File: config.mk
export PLATFORM = sky130hd
export DESIGN_NAME = cswa_ctrl
export DESIGN_NICKNAME = d
export VERILOG_FILES = /design/src/rtl/cswa_pkg.sv /design/src/rtl/cswa_ctrl.sv
export SDC_FILE = /design/constraint.sdc
export NUM_CORES = 1
export LEC_CHECK = 0
export BUFFER_PORTS_ARGS = -buffer_cell sky130_fd_sc_hd__buf_4
export CAP_MARGIN = 20
export CORE_AREA = 2 2 39 41
export DETAILED_ROUTE_END_ITERATION = 10
export DIE_AREA = 0 0 41 43
export HOLD_SLACK_MARGIN = 0.1
export PLACE_DENSITY_LB_ADDON = 0.15
export SLEW_MARGIN = 20
export SYNTH_ARGS = -nofsm -noshare
export SYNTH_HDL_FRONTEND = slang
export SYNTH_SLANG_ARGS = --single-unit
File: constraint.sdc
create_clock -name clock -period 1.7 [get_ports clock]
set_input_delay 0.085 -clock clock [delete_from_list [all_inputs] [get_ports clock]]
set_output_delay 0.085 -clock clock [all_outputs]
set_load 0.03 [all_outputs]
File: src/rtl/cswa_pkg.sv
// Shared types, constants, window tables and the cosine table for the window core.
package cswa_pkg;

   // Field and state widths.
   localparam int SAMPLE_WIDTH     = 16;
   localparam int MAX_FRAME        = 1024;
   localparam int POS_BITS         = $clog2(MAX_FRAME);
   localparam int FRAME_LEN_BITS   = 11;
   localparam int PHASE_BITS       = 32;
   localparam int COEF_FRAC_BITS   = 16;
   localparam int ACC_BITS         = 64;
   localparam int Q_BITS           = 30;
   localparam int COEF_SHIFT       = 2 * Q_BITS - COEF_FRAC_BITS;
   localparam int PROD_BITS        = SAMPLE_WIDTH + COEF_FRAC_BITS + 1;

   // Configuration port.
   localparam int CSR_INDEX_BITS   = 4;
   localparam int CSR_DATA_BITS    = FRAME_LEN_BITS;
   localparam logic [CSR_INDEX_BITS-1:0] CSR_WINDOW_TYPE  = CSR_INDEX_BITS'(0);
   localparam logic [CSR_INDEX_BITS-1:0] CSR_FRAME_LENGTH = CSR_INDEX_BITS'(1);

   // Cosine table geometry: one quarter wave, entries in Q30.
   localparam int COS_DEPTH        = 256;
   localparam int COS_ADDR_BITS    = $clog2(COS_DEPTH);
   localparam int COS_IDX_SHIFT    = Q_BITS - COS_ADDR_BITS;
   localparam longint unsigned HALF_PI_Q30 = 64'd1686629713;

   // Sum terms after the constant one, and the term counter width.
   localparam int NUM_TERMS        = 3;
   localparam int TERM_BITS        = $clog2(NUM_TERMS);
   localparam logic [TERM_BITS-1:0] TERM_FIRST  = TERM_BITS'(0);
   localparam logic [TERM_BITS-1:0] TERM_SECOND = TERM_BITS'(1);
   localparam logic [TERM_BITS-1:0] TERM_LAST   = TERM_BITS'(NUM_TERMS - 1);

   // Position limit and phase step after reset, for the longest frame.
   localparam logic [POS_BITS-1:0] LEN_M1_RESET = POS_BITS'(MAX_FRAME - 1);
   localparam logic [PHASE_BITS-1:0] PHASE_STEP_RESET = PHASE_BITS'(
      ((longint'(1) << PHASE_BITS) + longint'((MAX_FRAME - 1) / 2)) /
      longint'(MAX_FRAME - 1));
   localparam logic [PHASE_BITS-1:0] QUARTER_TURN = PHASE_BITS'(1) << (PHASE_BITS - 2);

   // Window shapes.
   typedef enum logic [2:0] {
      WIN_RECT,
      WIN_HANN,
      WIN_HAMMING,
      WIN_SINE,
      WIN_BLACKMAN,
      WIN_NUTTALL,
      WIN_BLACKMAN_HARRIS,
      WIN_BLACKMAN_NUTTALL
   } win_kind_type;

   // One word on each data channel.
   typedef struct packed {
      logic signed [SAMPLE_WIDTH-1:0] sample_re;
      logic signed [SAMPLE_WIDTH-1:0] sample_im;
   } req_word_type;

   typedef struct packed {
      logic signed [SAMPLE_WIDTH-1:0] windowed_re;
      logic signed [SAMPLE_WIDTH-1:0] windowed_im;
      logic                           last_in_frame;
   } rsp_word_type;

   // Commands from the controller to the datapath.
   typedef struct packed {
      logic                 load;
      logic                 lookup;
      logic                 mult;
      logic                 accum;
      logic                 coef;
      logic                 prod;
      logic                 out_write;
      logic [TERM_BITS-1:0] term;
   } cmd_type;

   // Status from the datapath to the controller.
   typedef struct packed {
      logic len_write;
      logic div_busy;
      logic out_free;
   } status_type;

   typedef logic [Q_BITS:0] cos_tab_type [COS_DEPTH];

   // Constant term a0 of each window in Q30.
   function automatic logic signed [31:0] win_a0(win_kind_type kind);
      logic signed [31:0] a;
      case (kind)
         WIN_HANN:             a = 32'sd536870912;
         WIN_HAMMING:          a = 32'sd578059648;
         WIN_BLACKMAN:         a = 32'sd450971566;
         WIN_NUTTALL:          a = 32'sd382002981;
         WIN_BLACKMAN_HARRIS:  a = 32'sd385204879;
         WIN_BLACKMAN_NUTTALL: a = 32'sd390393092;
         default:              a = 32'sd0;
      endcase
      return a;
   endfunction

   // Signed weight of each cosine term in Q30, with the alternating sign folded in.
   // The sine window has a single term of weight one on its shifted half phase.
   function automatic logic signed [31:0] win_weight(win_kind_type kind,
                                                     logic [TERM_BITS-1:0] term);
      logic signed [31:0] m1;
      logic signed [31:0] m2;
      logic signed [31:0] m3;
      m1 = 32'sd0;
      m2 = 32'sd0;
      m3 = 32'sd0;
      case (kind)
         WIN_HANN: begin
            m1 = -32'sd536870912;
         end
         WIN_HAMMING: begin
            m1 = -32'sd495682176;
         end
         WIN_SINE: begin
            m1 = 32'sd1073741824;
         end
         WIN_BLACKMAN: begin
            m1 = -32'sd536870912;
            m2 = 32'sd85899346;
         end
         WIN_NUTTALL: begin
            m1 = -32'sd523337470;
            m2 = 32'sd154867931;
            m3 = -32'sd13533442;
         end
         WIN_BLACKMAN_HARRIS: begin
            m1 = -32'sd524297395;
            m2 = 32'sd151698245;
            m3 = -32'sd12541305;
         end
         WIN_BLACKMAN_NUTTALL: begin
            m1 = -32'sd525250341;
            m2 = 32'sd146672596;
            m3 = -32'sd11425794;
         end
         default: begin
            m1 = 32'sd0;
         end
      endcase
      case (term)
         TERM_FIRST:  return m1;
         TERM_SECOND: return m2;
         default:     return m3;
      endcase
   endfunction

   // Unsigned shift-and-subtract long division, used only while building the table.
   function automatic longint unsigned div_u64(longint unsigned num, longint unsigned den);
      longint unsigned q;
      longint unsigned rem;
      q   = 64'd0;
      rem = 64'd0;
      for (int b = 63; b >= 0; b--) begin
         rem = (rem << 1) | ((num >> b) & 64'd1);
         q   = q << 1;
         if (rem >= den) begin
            rem = rem - den;
            q   = q | 64'd1;
         end
      end
      return q;
   endfunction

   // One quarter-wave cosine entry in Q30 from a Taylor series of the constant and nine further terms.
   function automatic logic [Q_BITS:0] cos_entry(int unsigned j);
      longint unsigned x;
      longint unsigned x2;
      longint unsigned term;
      longint          sum;
      x    = (HALF_PI_Q30 * longint'(j) + longint'(COS_DEPTH >> 1)) >> COS_ADDR_BITS;
      x2   = (x * x) >> Q_BITS;
      term = longint'(1) << Q_BITS;
      sum  = longint'(1) << Q_BITS;
      for (int k = 1; k <= 9; k++) begin
         term = div_u64((term * x2) >> Q_BITS, longint'((2 * k - 1) * (2 * k)));
         if ((k & 1) == 1) begin
            sum = sum - longint'(term);
         end else begin
            sum = sum + longint'(term);
         end
      end
      if (sum < 0) begin
         sum = 0;
      end
      if (sum > (longint'(1) << Q_BITS)) begin
         sum = longint'(1) << Q_BITS;
      end
      return (Q_BITS + 1)'(sum);
   endfunction

   function automatic cos_tab_type build_cos_tab();
      cos_tab_type t;
      for (int j = 0; j < COS_DEPTH; j++) begin
         t[j] = cos_entry(j);
      end
      return t;
   endfunction

   // Entries 0 .. COS_DEPTH-1, and the quarter-turn entry held on its own.
   localparam cos_tab_type      COS_TAB  = build_cos_tab();
   localparam logic [Q_BITS:0]  COS_LAST = cos_entry(COS_DEPTH);

endpackage

File: src/rtl/cswa_ctrl.sv
// Controller: sequences accept, the three cosine terms, coefficient, scaling and output write.
module cswa_ctrl
   import cswa_pkg::*;
(
   input  logic       clock,
   input  logic       reset,
   input  logic       req_valid,
   output logic       req_ready,
   input  status_type status,
   output cmd_type    cmd
);

   typedef enum logic [2:0] {
      ST_IDLE,
      ST_LOOKUP,
      ST_MULT,
      ST_ACCUM,
      ST_COEF,
      ST_PROD,
      ST_OUT
   } state_type;

   state_type            state_ff;
   logic [TERM_BITS-1:0] term_ff;
   logic                 accept;

   // A word is taken only when no step recompute or frame length write is pending.
   assign req_ready = (state_ff == ST_IDLE) && !status.len_write && !status.div_busy;
   assign accept    = req_valid && req_ready;

   // State and term counter.
   always_ff @(posedge clock) begin
      if (reset) begin
         state_ff <= ST_IDLE;
         term_ff  <= '0;
      end else begin
         case (state_ff)
            ST_IDLE: begin
               if (accept) begin
                  state_ff <= ST_LOOKUP;
                  term_ff  <= TERM_FIRST;
               end
            end
            ST_LOOKUP: begin
               state_ff <= ST_MULT;
            end
            ST_MULT: begin
               state_ff <= ST_ACCUM;
            end
            ST_ACCUM: begin
               if (term_ff == TERM_LAST) begin
                  state_ff <= ST_COEF;
               end else begin
                  term_ff  <= term_ff + TERM_BITS'(1);
                  state_ff <= ST_LOOKUP;
               end
            end
            ST_COEF: begin
               state_ff <= ST_PROD;
            end
            ST_PROD: begin
               state_ff <= ST_OUT;
            end
            ST_OUT: begin
               if (status.out_free) begin
                  state_ff <= ST_IDLE;
               end
            end
            default: begin
               state_ff <= ST_IDLE;
            end
         endcase
      end
   end

   // Datapath commands decoded from the state.
   always_comb begin
      cmd           = '0;
      cmd.term      = term_ff;
      cmd.load      = accept;
      cmd.lookup    = state_ff == ST_LOOKUP;
      cmd.mult      = state_ff == ST_MULT;
      cmd.accum     = state_ff == ST_ACCUM;
      cmd.coef      = state_ff == ST_COEF;
      cmd.prod      = state_ff == ST_PROD;
      cmd.out_write = (state_ff == ST_OUT) && status.out_free;
   end

endmodule

==> impl_metrics.csv, run 1 <==
group,metric,value,unit
outcome,status,"complete, no violations",
run,drv_cap,0,
sta,slew_headroom,77.6,%
final_layout,register_area,100,µm²
sta,tightest_slew,0.336,ns
floorplan,initial_core_util,25.5,%
sta,rsz0062_at_grt,"false",
logic_synthesis,synth-edff-count,0,
final_layout,nets,63,
logic_synthesis,yosysWarnings,0,
power,p_per_area,658,nW/µm²
logic_synthesis,synthTopCellsByArea,"dfxtp_1, a211oi_2, buf_6",
sta,hold_violations,0,
logic_synthesis,syn-cell-area,353,µm²
sta,setup_violations,0,
sta,holdWs,0.182,ns
power,p_switching,82.1,µW
power,combPwrFrac,17.7,%
cts,cts_tree,"built",
logic_synthesis,synth.avg_cell_area,9.05,µm²
power,p_leak,0.000209,µW
sta,fin_skew,0.00201,ns
detailed_routing,vias_per_cell,4.59,
final_layout,multiInputGateArea,211,µm²
critical_path,crit_chain,"or3_1 > nor2_2 > buf_4",
critical_path,critPathSlowestCell,"or3_1",
placement,gp_congestion,0.676,
power,peakVddDrop,0.317,mV
final_layout,fill_cells,138,
logic_synthesis,yosysTopAreaCell,"dfxtp_1",
sta,slew_viol_final,0,
power,seqPwrFrac,40.4,%
logic_synthesis,synth.net_count,46,
hold_path,hold_class,"input pin to flip-flop",
floorplan,fp.dieH,43,µm
global_route,grt_pass1_vias,294,
detailed_routing,wirelength,730,µm
cts,cts_root_buf,"clkbuf_4",
critical_path,max_stage_delay,0.44,ns
logic_synthesis,synth_ff_type,"dfxtp_1",
sta,max_freq,660,MHz
cts,ctsHtreeMaxLevel,1,
logic_synthesis,ys_types,25,
critical_path,path_class,"flip-flop to output port",
detailed_routing,firstDrtPassIters,4,
cts,clock_path_buffers,2,
placement,io_buffers,15,
global_route,track_usage,11.3,%
detailed_routing,wl_per_cell,10.3,µm
power,p_int,237,µW
critical_path,cp.arrival,1.43,ns
final_layout,n_antenna_cell,0,
cts,cts_sinks,5,
global_route,antenna_found_initial,0,
power,clkPwrFrac,41.9,%
sta,period_minus_slack,1.51,ns
detailed_routing,vias,326,
logic_synthesis,synthCells,39,
final_layout,area_growth,37.2,%
logic_synthesis,synth_top_area_share,28.4,%
logic_synthesis,ys_ff_latch,5,
placement,hpwl,546,µm
global_route,grt_pass1_wl,1260,µm
logic_synthesis,async_reset_ff_share,0,%
critical_path,critPathRequiredTime,1.62,ns
floorplan,die_area,1760,µm²
floorplan,coreArea,1380,µm²
floorplan,die_x,41,µm
critical_path,start_kind,"flip-flop",
detailed_routing,ant_nets,0,
sta,tns,0,ns
detailed_routing,drc_errors,0,
critical_path,cp_max_fo,12,
logic_synthesis,yosysSeqAreaShare,28.4,%
detailed_routing,drt_iter0_drc,6,
cts,cts_buffers,3,
critical_path,end_kind,"output port",
global_route,overflow,0,
cts,clkTransAtPathRegs,0.04,ns
power,switching_share,25.7,%
floorplan,io_pins,16,
global_route,grt_max_degree,13,
sta,fin_crit_sh,89.1,%
cts,clk_latency,0.24,ns
floorplan,rows,14,
final_layout,drive_gt1_share,38.2,%
-- through the flow --
stage | cell area [µm²] | power (µW) | cells | setup WS (ns) | util [%]
detailed placement | 448 | 186 | 66 | 0.341 | 32.4
finish | 484 | 319 | 71 | 0.185 | 35.0
global route | 484 | 338 | 71 | 0.0689 | 35.0
global placement | 448 | 187 | 66 | 0.351 | 32.4
CTS | 484 | 327 | 71 | 0.162 | 35.0
floorplan | 353 | 168 | 39 | 0.221 | -
-- critical path, delay by kind of cell, from the launching register on --
| family | cells | cell delay, ns |
|---|---|---|
| AND/OR/NAND/NOR | 2 | 0.61 |
| flip-flops | 1 | 0.40 |
| buffers and inverters | 1 | 0.18 |
-- power by group through the flow --
stage	clock, µW	sequential [µW]	combinational (µW)
global route	147	129	61.6
global placement	0	131	55.7
floorplan	0	125	42.4
finish	133	129	56.6
CTS	141	129	57.3
detailed placement	0	131	55.4
-- final timing paths --
path	cells past startpoint	slack (ns)	start	to
max	3	0.19	state_ff[2]	cmd[8]
min	4	0.18	status[0]	state_ff[1]
max reg2reg	5	0.32	term_ff[0]	term_ff[0]
min reg2reg	2	0.52	term_ff[0]	term_ff[0]
-- per-layer routing --
layer	share of wire, %	track usage (%)	vias to the layer above
li1	-	-	176
met1	46	12.6	143
met2	47	14.4	5
met3	5.3	7.85	2
met4	1.2	8.00	0
met5	0	0	-
-- layout make-up --
class,count,share of cell area (%)
Sequential cell,5,20.7
Timing Repair Buffer,16,25.3
Clock buffer,4,5.43
Multi-Input combinational cell,29,43.7
Tap cell,16,4.13
Inverter,1,0.775
-- flip-flops by register name, summed over array words and instances, names as in the netlist --
register / count
state_ff: 3
term_ff: 2
-- cells in the final DEF (no fill, tap or decap), types with 2 or more instances in the layout --
cell type / instances
dfxtp_1: 5
and3b_1: 2
buf_4: 15
nor2_1: 2
a211oi_2: 2
clkbuf_4: 3
nor3_1: 2
or3_1: 2
nand3b_1: 2
nor2b_1: 2
nor3b_1: 2
-- cells by family (layout without fill, tap and decap cells) --
| family | after synthesis | count (layout) | share of synthesized area, % |
|---|---|---|---|
| flops | 5 | 5 | 28.4 |
| simple gates | 20 | 20 | 37.6 |
| fa+ha+maj | 1 | 1 | 3.55 |
| buf+inv | 5 | 21 | 11.7 |
| compound gates | 8 | 8 | 18.8 |
-- Yosys cell counts, types with 2 or more instances --
library cell,count
nor2_1,2
nand3b_1,2
buf_6,2
or3_1,2
buf_4,2
a211oi_2,2
and3b_1,2
dfxtp_1,5
nor3_1,2
nor3b_1,2
nor2b_1,2
-- what timing repair did --
item                                   in CTS  in global routing
gates resized for setup                     0                  0
hold buffers                                1                  0
endpoints found under the hold margin       3                  0
setup buffers                               0                  0
Note: power is estimated with default switching activity, not from simulation.
==> run 2: changes to the inputs <==
Settings changed: ABC_AREA from default to 1.
==> run 2 against run 1 <==
Net effect:
- non-clock buffer count unchanged
- final cell count rose by 30%
- global-route usage decreased by 1.9 points
- total power increased by 60%
==> impl_metrics.csv, run 2 <==
group,metric,value,unit
sta,holdWs,0.217,ns
floorplan,die_x,41,µm
cts,cts_resized,0,
sta,slew_viol_final,0,
global_route,track_usage,9.35,%
critical_path,end_kind,"output port",
final_layout,register_area,100,µm²
critical_path,crit_chain,"inv_2 > nand2_2 > nor2_2 > inv_1 > nor3_1 > buf_4",
placement,place_inst,87,
final_layout,layout_commonest_cell,"buf_4",
outcome,status,"complete, no violations",
critical_path,critPathSlowestCell,"dfxtp_1",
final_layout,drive_gt1_share,39.5,%
floorplan,coreArea,1380,µm²
global_route,antenna_found_initial,0,
run,drv_cap,0,
global_route,overflow,0,
critical_path,start_kind,"flip-flop",
detailed_routing,drt_iter0_drc,5,
floorplan,fp.dieH,43,µm
floorplan,die_area,1760,µm²
placement,dp_slack,0.491,ns
logic_synthesis,synth_top_area_share,28.2,%
logic_synthesis,netlist_top_cells_count,"inv_1, nand2_1, nor2_1",
final_layout,fin_cells,92,
detailed_routing,vias_per_cell,4.33,
logic_synthesis,synth-edff-count,0,
critical_path,crit_buf_inv,3,
global_route,grt_max_degree,7,
cts,clkTransAtPathRegs,0.04,ns
logic_synthesis,yosysTopAreaCell,"dfxtp_1",
sta,hold_violations,0,
critical_path,max_stage_delay,0.34,ns
final_layout,largest-register,"state_ff",
power,p_per_area,985,nW/µm²
logic_synthesis,syn-cell-area,355,µm²
logic_synthesis,synth.most_common_cell,"inv_1",
final_layout,area_growth,45.4,%
detailed_routing,firstDrtPassIters,3,
power,p_leak,0.000284,µW
detailed_routing,drc_errors,0,
sta,tightest_slew,0.261,ns
detailed_routing,vias,398,
global_route,met3_usage,1.57,%
logic_synthesis,synth.avg_cell_area,6.23,µm²
cts,clk_latency,0.23,ns
global_route,grt_pass1_vias,296,
critical_path,path_class,"flip-flop to output port",
cts,cts_root_buf,"clkbuf_4",
sta,tns,0,ns
final_layout,nets,84,
placement,placed_area,480,µm²
logic_synthesis,synth.net_count,64,
logic_synthesis,ys_types,17,
logic_synthesis,ys_ff_latch,5,
sta,setup_violations,0,
global_route,busiest_layer,"met1",
placement,hpwl,619,µm
logic_synthesis,synth_ff_type,"dfxtp_1",
global_route,grtUsageMet1,13.2,%
final_layout,final_cell_mix,"buf_4, inv_1, nand2_1",
cts,cts_tree,"built",
logic_synthesis,synthTopCellsByArea,"dfxtp_1, inv_1, nand2_1",
detailed_routing,ant_nets,0,
global_route,grt.met2_usage,11.6,%
critical_path,cp_max_fo,4,
cts,cts_sinks,5,
critical_path,cp.arrival,1.23,ns
cts,clock_path_buffers,2,
sta,fin_skew,0.000762,ns
logic_synthesis,yosysSeqAreaShare,28.2,%
global_route,grt_pass1_wl,1120,µm
floorplan,initial_core_util,25.7,%
final_layout,multiInputGateArea,191,µm²
final_layout,n_antenna_cell,0,
final_layout,fill_cells,156,
sta,fin_ws,0.381,ns
logic_synthesis,async_reset_ff_share,0,%
final_layout,top_regs,"state_ff: 3 flops, term_ff: 2 flops",
floorplan,rows,14,
logic_synthesis,yosysWarnings,0,
final_layout,fin_area,517,µm²
cts,cts_buffers,3,
sta,period_minus_slack,1.32,ns
detailed_routing,wirelength,744,µm
floorplan,io_pins,16,
logic_synthesis,synthCells,57,
sta,slew_headroom,82.6,%
final_layout,largest_reg_flops,3,
sta,rsz0062_at_grt,"false",
power,peakVddDrop,0.470,mV
sta,max_freq,758,MHz
critical_path,critPathRequiredTime,1.62,ns
placement,io_buffers,15,
detailed_routing,wl_per_cell,8.09,µm
cts,ctsHtreeMaxLevel,1,
hold_path,hold_class,"input pin to flip-flop",
sta,fin_crit_sh,77.6,%
placement,gp_congestion,0.774,
critical_path,cp_top_family,"buffers and inverters",
run 2: cell families (layout without fill, tap and decap cells):
kind of cell | Yosys count | count (layout) | share of synthesized area (%)
compound gates | 8 | 8 | 13.4
fa+ha+maj | 1 | 1 | 3.52
buf+inv | 16 | 35 | 18.0
flops | 5 | 5 | 28.2
simple gates | 27 | 27 | 37.0
run 2: path summary, 6_finish.rpt:
check | from | end | slack (ns) | depth (start not counted)
worst max-delay path | state_ff[1] | cmd[8] | 0.38 | 6
worst min-delay path | status[0] | state_ff[2] | 0.22 | 4
worst max register to register | term_ff[0] | term_ff[1] | 0.49 | 8
worst min register to register | term_ff[1] | term_ff[1] | 0.51 | 2
run 2: final cells by class:
cell class,instances,share of cell area (%)
clock buffers,4,5.08
well taps,16,3.87
repair buffers,16,23.7
inverters,15,10.9
multi-input cells,36,37.0
flip-flops and latches,5,19.4
run 2: through the flow:
stage	total power (µW)	utilization, %
floorplan	316	-
global placement	380	34.7
detailed placement	378	34.7
CTS	519	37.3
global route	552	37.3
finish	509	37.3
run 2: where the power goes:
| group | leakage, µW | internal [µW] | total, µW | switching [µW] |
|---|---|---|---|---|
| clock network | 0.0000150 | 88.4 | 132 | 43.4 |
| registers | 0.0000409 | 136 | 154 | 17.3 |
| logic | 0.000228 | 83.8 | 224 | 140 |
run 2: metal layers:
metal	routed length (µm)	part of all wire [%]
met1	338	45
met2	360	48
met3	46	6.2
met4	0	0
met5	0	0
run 2: worst min-delay path, cell delays in order:
cell,delay (ns)
buf_4,0.07
inv_1,0.04
nand3_1,0.13
a21oi_1,0.08
run 2: repair_timing:
action	CTS	global route
hold buffers	1	0
hold endpoints to repair	3	0
setup buffers	0	0
